`src/hdl/rc5_pkg.sv`:
```
package rc5_pkg;

   // frame length and word sizes
   localparam int FRAME_BITS_DEF = 14;
   localparam int WORD_MAX_BITS  = 16;
   localparam int FRAME_WORD_W   = 14;
   localparam int TIME_W         = 16;
   localparam int CSR_DATA_W     = 16;
   localparam int CSR_INDEX_W    = 2;
   localparam int REQ_TDATA_W    = 16;
   localparam int RSP_TDATA_W    = 32;

   // register reset values
   localparam logic [CSR_DATA_W-1:0] SHORT_MIN_RST = 16'd444;
   localparam logic [CSR_DATA_W-1:0] SHORT_MAX_RST = 16'd1333;
   localparam logic [CSR_DATA_W-1:0] LONG_MIN_RST  = 16'd1334;
   localparam logic [CSR_DATA_W-1:0] LONG_MAX_RST  = 16'd2222;

   // register indexes
   typedef enum logic [CSR_INDEX_W-1:0] {
      REG_SHORT_MIN = 2'd0,
      REG_SHORT_MAX = 2'd1,
      REG_LONG_MIN  = 2'd2,
      REG_LONG_MAX  = 2'd3
   } csr_index_type;

   // manchester phase codes
   typedef enum logic [1:0] {
      PH_START_ONE  = 2'd0,
      PH_MID_ONE    = 2'd1,
      PH_MID_ZERO   = 2'd2,
      PH_START_ZERO = 2'd3
   } phase_type;

   // gap event codes, used as bit offsets into a phase table row
   typedef enum logic [2:0] {
      EV_SHORT_SPACE = 3'd0,
      EV_SHORT_PULSE = 3'd2,
      EV_LONG_SPACE  = 3'd4,
      EV_LONG_PULSE  = 3'd6
   } event_type;

   // packed transition table, one row per phase, two bits per event
   localparam logic [7:0] PHASE_TABLE [4] = '{8'h01, 8'h91, 8'h9B, 8'hFB};

   // classified gap handed from classifier to phase core
   typedef struct packed {
      logic      hit;
      event_type ev;
   } gap_class_type;

   // result fields, frame word in the lowest bits
   typedef struct packed {
      logic [5:0]              command_code;
      logic [4:0]              device_address;
      logic                    toggle_bit;
      logic                    field_bit;
      logic [FRAME_WORD_W-1:0] frame_word;
   } frame_type;

endpackage

```
`src/hdl/rc5_gap_classifier.sv`:
```
module rc5_gap_classifier
   import rc5_pkg::*;
(
   input  logic                   clock,
   input  logic                   reset,
   input  logic                   csr_wr_en,
   input  logic [CSR_INDEX_W-1:0] csr_index,
   input  logic [CSR_DATA_W-1:0]  csr_wdata,
   input  logic                   edge_rising,
   input  logic [TIME_W-1:0]      elapsed_us,
   output gap_class_type          gap_class
);

   logic [CSR_DATA_W-1:0] short_min_ff, short_min_in;
   logic [CSR_DATA_W-1:0] short_max_ff, short_max_in;
   logic [CSR_DATA_W-1:0] long_min_ff, long_min_in;
   logic [CSR_DATA_W-1:0] long_max_ff, long_max_in;
   logic                  short_hit;
   logic                  long_hit;

   // register write decode
   always_comb begin
      short_min_in = short_min_ff;
      short_max_in = short_max_ff;
      long_min_in  = long_min_ff;
      long_max_in  = long_max_ff;
      if (csr_wr_en) begin
         unique case (csr_index_type'(csr_index))
            REG_SHORT_MIN: short_min_in = csr_wdata;
            REG_SHORT_MAX: short_max_in = csr_wdata;
            REG_LONG_MIN:  long_min_in  = csr_wdata;
            REG_LONG_MAX:  long_max_in  = csr_wdata;
            default: ;
         endcase
      end
   end

   always_ff @(posedge clock) begin
      if (reset) begin
         short_min_ff <= SHORT_MIN_RST;
         short_max_ff <= SHORT_MAX_RST;
         long_min_ff  <= LONG_MIN_RST;
         long_max_ff  <= LONG_MAX_RST;
      end else begin
         short_min_ff <= short_min_in;
         short_max_ff <= short_max_in;
         long_min_ff  <= long_min_in;
         long_max_ff  <= long_max_in;
      end
   end

   // window compares, short window wins on overlap
   assign short_hit = (elapsed_us >= short_min_ff) && (elapsed_us <= short_max_ff);
   assign long_hit  = (elapsed_us >= long_min_ff) && (elapsed_us <= long_max_ff);

   always_comb begin
      gap_class.hit = short_hit || long_hit;
      if (short_hit) begin
         gap_class.ev = edge_rising ? EV_SHORT_PULSE : EV_SHORT_SPACE;
      end else begin
         gap_class.ev = edge_rising ? EV_LONG_PULSE : EV_LONG_SPACE;
      end
   end

endmodule

```
`src/hdl/rc5_phase_core.sv`:
```
module rc5_phase_core
   import rc5_pkg::*;
#(
   parameter int FRAME_BITS = FRAME_BITS_DEF
)
(
   input  logic          clock,
   input  logic          reset,
   input  logic          accept,
   input  gap_class_type gap_class,
   output logic          emit,
   output frame_type     frame
);

   localparam int CNT_W = $clog2(FRAME_BITS + 1);

   phase_type              phase_ff, phase_in;
   logic [FRAME_BITS-1:0]  shift_ff, shift_in;
   logic [CNT_W-1:0]       count_ff, count_in;
   logic [7:0]             table_row;
   logic [7:0]             row_shifted;
   phase_type              next_phase;
   logic [FRAME_BITS-1:0]  shift_step;
   logic [CNT_W-1:0]       count_step;
   logic [WORD_MAX_BITS-1:0] word_ext;
   logic                   frame_done;

   // table lookup for the next phase
   assign table_row   = PHASE_TABLE[phase_ff];
   assign row_shifted = table_row >> gap_class.ev;
   assign next_phase  = phase_type'(row_shifted[1:0]);

   // phase step, bit shift on entry to a mid state, restart at mid-one on a miss or a stuck phase
   always_comb begin
      phase_in   = phase_ff;
      shift_step = shift_ff;
      count_step = count_ff;
      if (!gap_class.hit || (next_phase == phase_ff)) begin
         phase_in   = PH_MID_ONE;
         shift_step = FRAME_BITS'(1);
         count_step = CNT_W'(1);
      end else begin
         phase_in = next_phase;
         if (next_phase == PH_MID_ZERO) begin
            shift_step = {shift_ff[FRAME_BITS-2:0], 1'b0};
            count_step = CNT_W'(count_ff + 1'b1);
         end else if (next_phase == PH_MID_ONE) begin
            shift_step = {shift_ff[FRAME_BITS-2:0], 1'b1};
            count_step = CNT_W'(count_ff + 1'b1);
         end
      end
   end

   // frame completion clears word and count, phase is kept
   assign frame_done = (count_step == CNT_W'(FRAME_BITS));

   always_comb begin
      shift_in = shift_step;
      count_in = count_step;
      if (frame_done) begin
         shift_in = '0;
         count_in = '0;
      end
   end

   always_ff @(posedge clock) begin
      if (reset) begin
         phase_ff <= PH_MID_ONE;
         shift_ff <= FRAME_BITS'(1);
         count_ff <= CNT_W'(1);
      end else if (accept) begin
         phase_ff <= phase_in;
         shift_ff <= shift_in;
         count_ff <= count_in;
      end
   end

   // result fields at fixed positions
   assign word_ext = WORD_MAX_BITS'(shift_step);
   assign emit     = accept && frame_done;

   always_comb begin
      frame.frame_word     = word_ext[FRAME_WORD_W-1:0];
      frame.field_bit      = word_ext[12];
      frame.toggle_bit     = word_ext[11];
      frame.device_address = word_ext[10:6];
      frame.command_code   = word_ext[5:0];
   end

endmodule

```
`src/hdl/rc5_rsp_fifo.sv`:
```
module rc5_rsp_fifo
   import rc5_pkg::*;
(
   input  logic      clock,
   input  logic      reset,
   input  logic      push,
   input  frame_type push_data,
   output logic      push_ready,
   output logic      pop_valid,
   input  logic      pop_ready,
   output frame_type pop_data
);

   localparam int DEPTH = 2;
   localparam int CNT_W = $clog2(DEPTH + 1);

   frame_type        data_ff [DEPTH];
   logic             wr_ptr_ff, wr_ptr_in;
   logic             rd_ptr_ff, rd_ptr_in;
   logic [CNT_W-1:0] count_ff, count_in;
   logic             do_push;
   logic             do_pop;

   // two-entry queue parts the input side from the result side
   assign push_ready = (count_ff != CNT_W'(DEPTH));
   assign pop_valid  = (count_ff != '0);
   assign pop_data   = data_ff[rd_ptr_ff];
   assign do_push    = push && push_ready;
   assign do_pop     = pop_valid && pop_ready;

   always_comb begin
      wr_ptr_in = do_push ? ~wr_ptr_ff : wr_ptr_ff;
      rd_ptr_in = do_pop ? ~rd_ptr_ff : rd_ptr_ff;
      count_in  = count_ff;
      if (do_push && !do_pop) begin
         count_in = CNT_W'(count_ff + 1'b1);
      end else if (do_pop && !do_push) begin
         count_in = CNT_W'(count_ff - 1'b1);
      end
   end

   always_ff @(posedge clock) begin
      if (reset) begin
         wr_ptr_ff <= 1'b0;
         rd_ptr_ff <= 1'b0;
         count_ff  <= '0;
      end else begin
         wr_ptr_ff <= wr_ptr_in;
         rd_ptr_ff <= rd_ptr_in;
         count_ff  <= count_in;
      end
   end

   // payload storage
   always_ff @(posedge clock) begin
      if (do_push) begin
         data_ff[wr_ptr_ff] <= push_data;
      end
   end

endmodule

```
`src/hdl/rc5_ir_frame_decoder.sv`:
```
// a frame result shows on rsp_tvalid in the cycle after the edge transaction that ends it
// throughput: one edge transaction per cycle while req_tready is high, set by the phase step loop
// results pass through a two-entry queue: req_tready drops only while both entries wait
// and rises again the cycle after a result transaction drains one
// reset is synchronous: phase mid-one, shift word and bit count one, windows at defaults
module rc5_ir_frame_decoder
   import rc5_pkg::*;
#(
   parameter int FRAME_BITS = FRAME_BITS_DEF
)
(
   input  logic                   clock,
   input  logic                   reset,
   input  logic                   req_tvalid,
   output logic                   req_tready,
   input  logic [REQ_TDATA_W-1:0] req_tdata,   // [15:0] elapsed_us
   input  logic [0:0]             req_tuser,   // [0] edge_rising
   output logic                   rsp_tvalid,
   input  logic                   rsp_tready,
   output logic [RSP_TDATA_W-1:0] rsp_tdata,   // [13:0] frame_word, [14] field_bit,
                                               // [15] toggle_bit, [20:16] device_address,
                                               // [26:21] command_code, [31:27] zero
   input  logic                   csr_wr_en,
   input  logic [CSR_INDEX_W-1:0] csr_index,
   input  logic [CSR_DATA_W-1:0]  csr_wdata
);

   gap_class_type gap_class;
   logic          accept;
   logic          emit;
   frame_type     frame;
   frame_type     rsp_frame;

   assign accept = req_tvalid && req_tready;

   // gap windows and event code
   rc5_gap_classifier u_classifier (
      .clock       (clock),
      .reset       (reset),
      .csr_wr_en   (csr_wr_en),
      .csr_index   (csr_index),
      .csr_wdata   (csr_wdata),
      .edge_rising (req_tuser[0]),
      .elapsed_us  (req_tdata[TIME_W-1:0]),
      .gap_class   (gap_class)
   );

   // manchester phase and bit assembly
   rc5_phase_core #(
      .FRAME_BITS (FRAME_BITS)
   ) u_core (
      .clock     (clock),
      .reset     (reset),
      .accept    (accept),
      .gap_class (gap_class),
      .emit      (emit),
      .frame     (frame)
   );

   // result queue
   rc5_rsp_fifo u_fifo (
      .clock      (clock),
      .reset      (reset),
      .push       (emit),
      .push_data  (frame),
      .push_ready (req_tready),
      .pop_valid  (rsp_tvalid),
      .pop_ready  (rsp_tready),
      .pop_data   (rsp_frame)
   );

   assign rsp_tdata = RSP_TDATA_W'(rsp_frame);

endmodule

```
`config.mk`:
```
export PLATFORM = sky130hd
export DESIGN_NAME = rc5_ir_frame_decoder
export DESIGN_NICKNAME = d
export VERILOG_FILES = /design/src/hdl/rc5_pkg.sv /design/src/hdl/rc5_gap_classifier.sv /design/src/hdl/rc5_phase_core.sv /design/src/hdl/rc5_rsp_fifo.sv /design/src/hdl/rc5_ir_frame_decoder.sv
export SDC_FILE = /design/constraint.sdc
export NUM_CORES = 1
export LEC_CHECK = 0
export ABC_AREA = 1
export BUFFER_PORTS_ARGS = -buffer_cell sky130_fd_sc_hd__buf_2
export CAP_MARGIN = 20
export CORE_MARGIN = 2
export CORE_UTILIZATION = 55
export CTS_CLUSTER_DIAMETER = 150
export CTS_CLUSTER_SIZE = 8
export DETAILED_ROUTE_END_ITERATION = 10
export PLACE_DENSITY = 0.86
export SYNTH_ARGS = -nofsm -noshare
export SYNTH_HDL_FRONTEND = slang
export SYNTH_SLANG_ARGS = --single-unit
```
`constraint.sdc`:
```
create_clock -name clock -period 7.5 [get_ports clock]
set_input_delay 1.5 -clock clock [delete_from_list [all_inputs] [get_ports clock]]
set_output_delay 1.5 -clock clock [all_outputs]
set_load 0.02 [all_outputs]
```
==> qor.log <==
qor: timing.hold_viol_final 0
qor: routing.detail_route.iter0.violations 383
qor: yosys.synth_xor_xnor_area_share 0.00267
qor: yosys.netlist-cell-type-count 39
qor: worst_setup_path.crit_required 7.81 ns
qor: worst_setup_path.rr_worst_depth 22
qor: routing.detailedRoute.firstPassIterationCount 8
qor: floorplanning.dieWidth 113 um
qor: layout.most-common-layout-cells 121 x sky130_fd_sc_hd__nand2_1, 103 x sky130_fd_sc_hd__inv_1, 92 x sky130_fd_sc_hd__a21oi_1
qor: min_path.hold_path.class register to register
qor: layout.final_cell_count_no_fill 1,000
qor: global_route.globalRouteOverflowTotal 0
qor: yosys.netlist_instances 791
qor: routing.postRouteAntennaNets 0
qor: routing.remaining_drc_errors 5
qor: worst_setup_path.kind_of_end_point_of_the_critical_path register
qor: clocking.clkLatencyLatePin 0.42 ns
qor: timing.period_needed 4.46 ns
qor: yosys.post_synth_mux_area_share 0.0241
qor: placed_design.place_inst 966
qor: worst_setup_path.cp_max_fo 26
qor: floorplanning.dieHeight 113 um
qor: pwr.max-vdd-ir-drop 137 uV
qor: floorplanning.io_pins 74
qor: timing.slew_viol_final 0
qor: global_route.grt_pass1_wl 24.7 mm
qor: layout.area_growth_synth_to_finish 14.9%
qor: yosys.yosys-top-cells-area sky130_fd_sc_hd__dfxtp_1 27%, sky130_fd_sc_hd__edfxtp_1 13%, sky130_fd_sc_hd__ha_1 13%
qor: timing.highest_clock_rate 224 MHz
qor: timing.finalSetupViolCount 0
qor: routing.post_drt_via_cell_ratio 5.48
qor: run_status.violations design-rule violations
qor: global_route.first_global_vias 5,355
qor: clocking.cts-resized-gates 0
qor: clocking.cts_root_buf sky130_fd_sc_hd__clkbuf_16
qor: pwr.cellLeakagePower 3.44 nW
qor: worst_setup_path.worst_ep_arrival 4.77 ns
qor: clocking.htree_levels 4
qor: run.drv_cap 0
qor: floorplanning.placementRows 39
qor: timing.finalCritPeriodShare 0.595
qor: routing.post_drt_wl_per_cell 14.5 um
qor: timing.layout_setup_ws 3.04 ns
qor: clocking.postCtsSetupBuffers 0
qor: worst_setup_path.rrSetupSlack 3.93 ns
qor: layout.final_net_count 950
qor: clocking.cts.hold.buffers_added 0
qor: layout.post_route_cells_drive_above_1_share 0.201
qor: worst_setup_path.cp-start-kind input pin
qor: timing.fin_tns_setup 0 ns
qor: timing.rsz_0062_raised_after_global_routing false
qor: yosys.ys_seq_elements 117
qor: yosys.post_synth.cell_area_avg 8.28 um2
qor: yosys.yosys.area.top_type_share 0.272
qor: placed_design.place.port_buffers 68
qor: timing.post_route_clock_skew 0.00711 ns
qor: placed_design.setup_slack_after_placement 2.71 ns
qor: clocking.path_clk_slew 0.05 ns
qor: yosys.main_combinational_cell_family_by_area_after_synthesis compound AO/OA/AOI/OAI gates
qor: worst_setup_path.worstSetupPathType input pin to register
qor: layout.finalInstanceArea 7530 um2
qor: placed_design.place_area 6860 um2
qor: global_route.grt_start_max_net_pins 65
qor: layout.mostFrequentLayoutCell sky130_fd_sc_hd__nand2_1
qor: layout.num_antenna_cells 0
qor: global_route.global_route.usage.total 0.240
qor: yosys.synth-compound-area-share 0.173
qor: floorplanning.fp.dieArea 12,800 um2
qor: yosys.synth_top_area_cell sky130_fd_sc_hd__dfxtp_1
qor: run_status.run_status finished with violations
qor: yosys.netlist_area 6550 um2
qor: clocking.clock_sink_count 117
qor: yosys.post_synth_and_or_nand_nor_area_fraction 0.172
qor: min_path.min_path_cells 2
qor: placed_design.gp_routability_congestion 0.930
qor: floorplanning.initial_utilization 0.569
qor: yosys.synth-seq-area-share 0.400
qor: clocking.cts.path.max_buffers 2
qor: routing.detailed_route_via_count 5,475
qor: timing.worst_slew_pin_tran 0.934 ns
qor: timing.slew_headroom 0.376
qor: placed_design.dp_hpwl 9.77 mm
qor: clocking.cts_tree yes
qor: routing.finalWirelength 14.5 mm
qor: clocking.numCtsBuffers 17
qor: global_route.antenna_violations_before_repair 0
qor: yosys.synth_fa_ha_area_frac 0.126
qor: floorplanning.core_area 11,500 um2
qor: pwr.cellPowerDensity 249 nW/um2
qor: yosys.yosysWarningCount 0
==> synthesized netlist by cell type (all sizes together) <==
cell    count
ha         66
a31oi       1
a211oi      7
o211ai     17
edfxtp     28
mux2       14
nand3      28
nor3       12
a21oi      97
o21ai      75
xor2        2
conb        1
a21o        3
buf        23
dfxtp      89
nand4       4
o21bai      1
inv       107
nor2       55
clkbuf     21
o21a        1
nand2     138
clkinv      1
==> worst paths after layout <==
kind / to / start
min reg2reg: u_classifier.short_max_ff[3] / u_classifier.short_max_ff[3]
max: u_fifo.count_ff[1] / req_tdata[15]
max reg2reg: u_fifo.count_ff[1] / u_classifier.short_max_ff[15]
min: u_classifier.short_max_ff[3] / u_classifier.short_max_ff[3]
==> cells by family (layout without fill, tap and decap cells) <==
| logic type | Yosys count | in the layout |
|---|---|---|
| AOI/OAI and AO/OA | 202 | 202 |
| xor gates and xnor gates | 2 | 2 |
| adders and majority gates | 66 | 66 |
| buffers and inverters | 152 | 214 |
| DFF | 117 | 117 |
| muxes | 14 | 14 |
| other | 1 | 5 |
| and+or+nand+nor | 237 | 237 |
==> state kept, by name (all words and copies together) (netlist names), named ones only <==
| signal | flops |
|---|---|
| u_classifier.short_max_ff | 16 |
| u_core.shift_ff | 14 |
| u_core.count_ff | 4 |
| u_core.phase_ff | 2 |
| u_classifier.long_max_ff | 16 |
| u_classifier.long_min_ff | 16 |
| u_fifo.count_ff | 2 |
| u_fifo.wr_ptr_ff | 1 |
| u_fifo.data_ff | 28 |
| u_classifier.short_min_ff | 16 |
| u_fifo.rd_ptr_ff | 1 |
==> final cells by class <==
type | count | area [um2]
multi-input combinational | 526 | 3280
clock buffer | 20 | 447
timing repair buffer | 74 | 389
inverter | 108 | 407
fill | 870 | 3990
clock inverter | 12 | 201
sequential | 117 | 2620
tap | 143 | 179
==> through the flow <==
step           hold WS [ns]   util  power (mW)
2_1_floorplan         0.433      -       0.921
3_3_place_gp          0.445  0.596       0.976
3_5_place_dp          0.448  0.596       0.986
4_1_cts               0.460  0.652        1.87
5_1_grt               0.476  0.654        1.95
6_report              0.460  0.654        1.87
==> routing by layer <==
metal	vias up	wire [um]	GRT usage	share of wire
met2	169	7100	0.406	0.49
met4	0	301	0.100	0.021
met1	2529	6240	0.297	0.43
met3	36	888	0.0525	0.061
li1	2741	-	-	-
met5	-	0	0	0
==> power breakdown <==
group | internal [mW] | switching (mW) | total (mW)
combinational | 0.0985 | 0.194 | 0.292
sequential | 0.675 | 0.0151 | 0.690
clock | 0.599 | 0.293 | 0.892
==> worst max-delay path, cell delays in order <==
cell                      delay (ns)
sky130_fd_sc_hd__buf_2          0.13
sky130_fd_sc_hd__ha_1           0.32
sky130_fd_sc_hd__a21oi_1        0.16
sky130_fd_sc_hd__o21ai_0        0.11
sky130_fd_sc_hd__a21oi_1        0.23
sky130_fd_sc_hd__nand2_2        0.11
sky130_fd_sc_hd__nand2_4        0.10
sky130_fd_sc_hd__nand2_4        0.08
sky130_fd_sc_hd__nand2_1        0.08
sky130_fd_sc_hd__nand2_2        0.08
sky130_fd_sc_hd__nand2_4        0.13
sky130_fd_sc_hd__nand2_8        0.15
sky130_fd_sc_hd__nand2_1        0.15
sky130_fd_sc_hd__nand3_2        0.11
sky130_fd_sc_hd__nor2_4         0.13
sky130_fd_sc_hd__nand2_4        0.09
sky130_fd_sc_hd__nor2_8         0.26
sky130_fd_sc_hd__ha_1           0.33
sky130_fd_sc_hd__a21oi_1        0.15
sky130_fd_sc_hd__o21ai_0        0.12
sky130_fd_sc_hd__o21ai_0        0.18
sky130_fd_sc_hd__a21oi_1        0.05
Note: power is estimated with default switching activity, not from simulation.
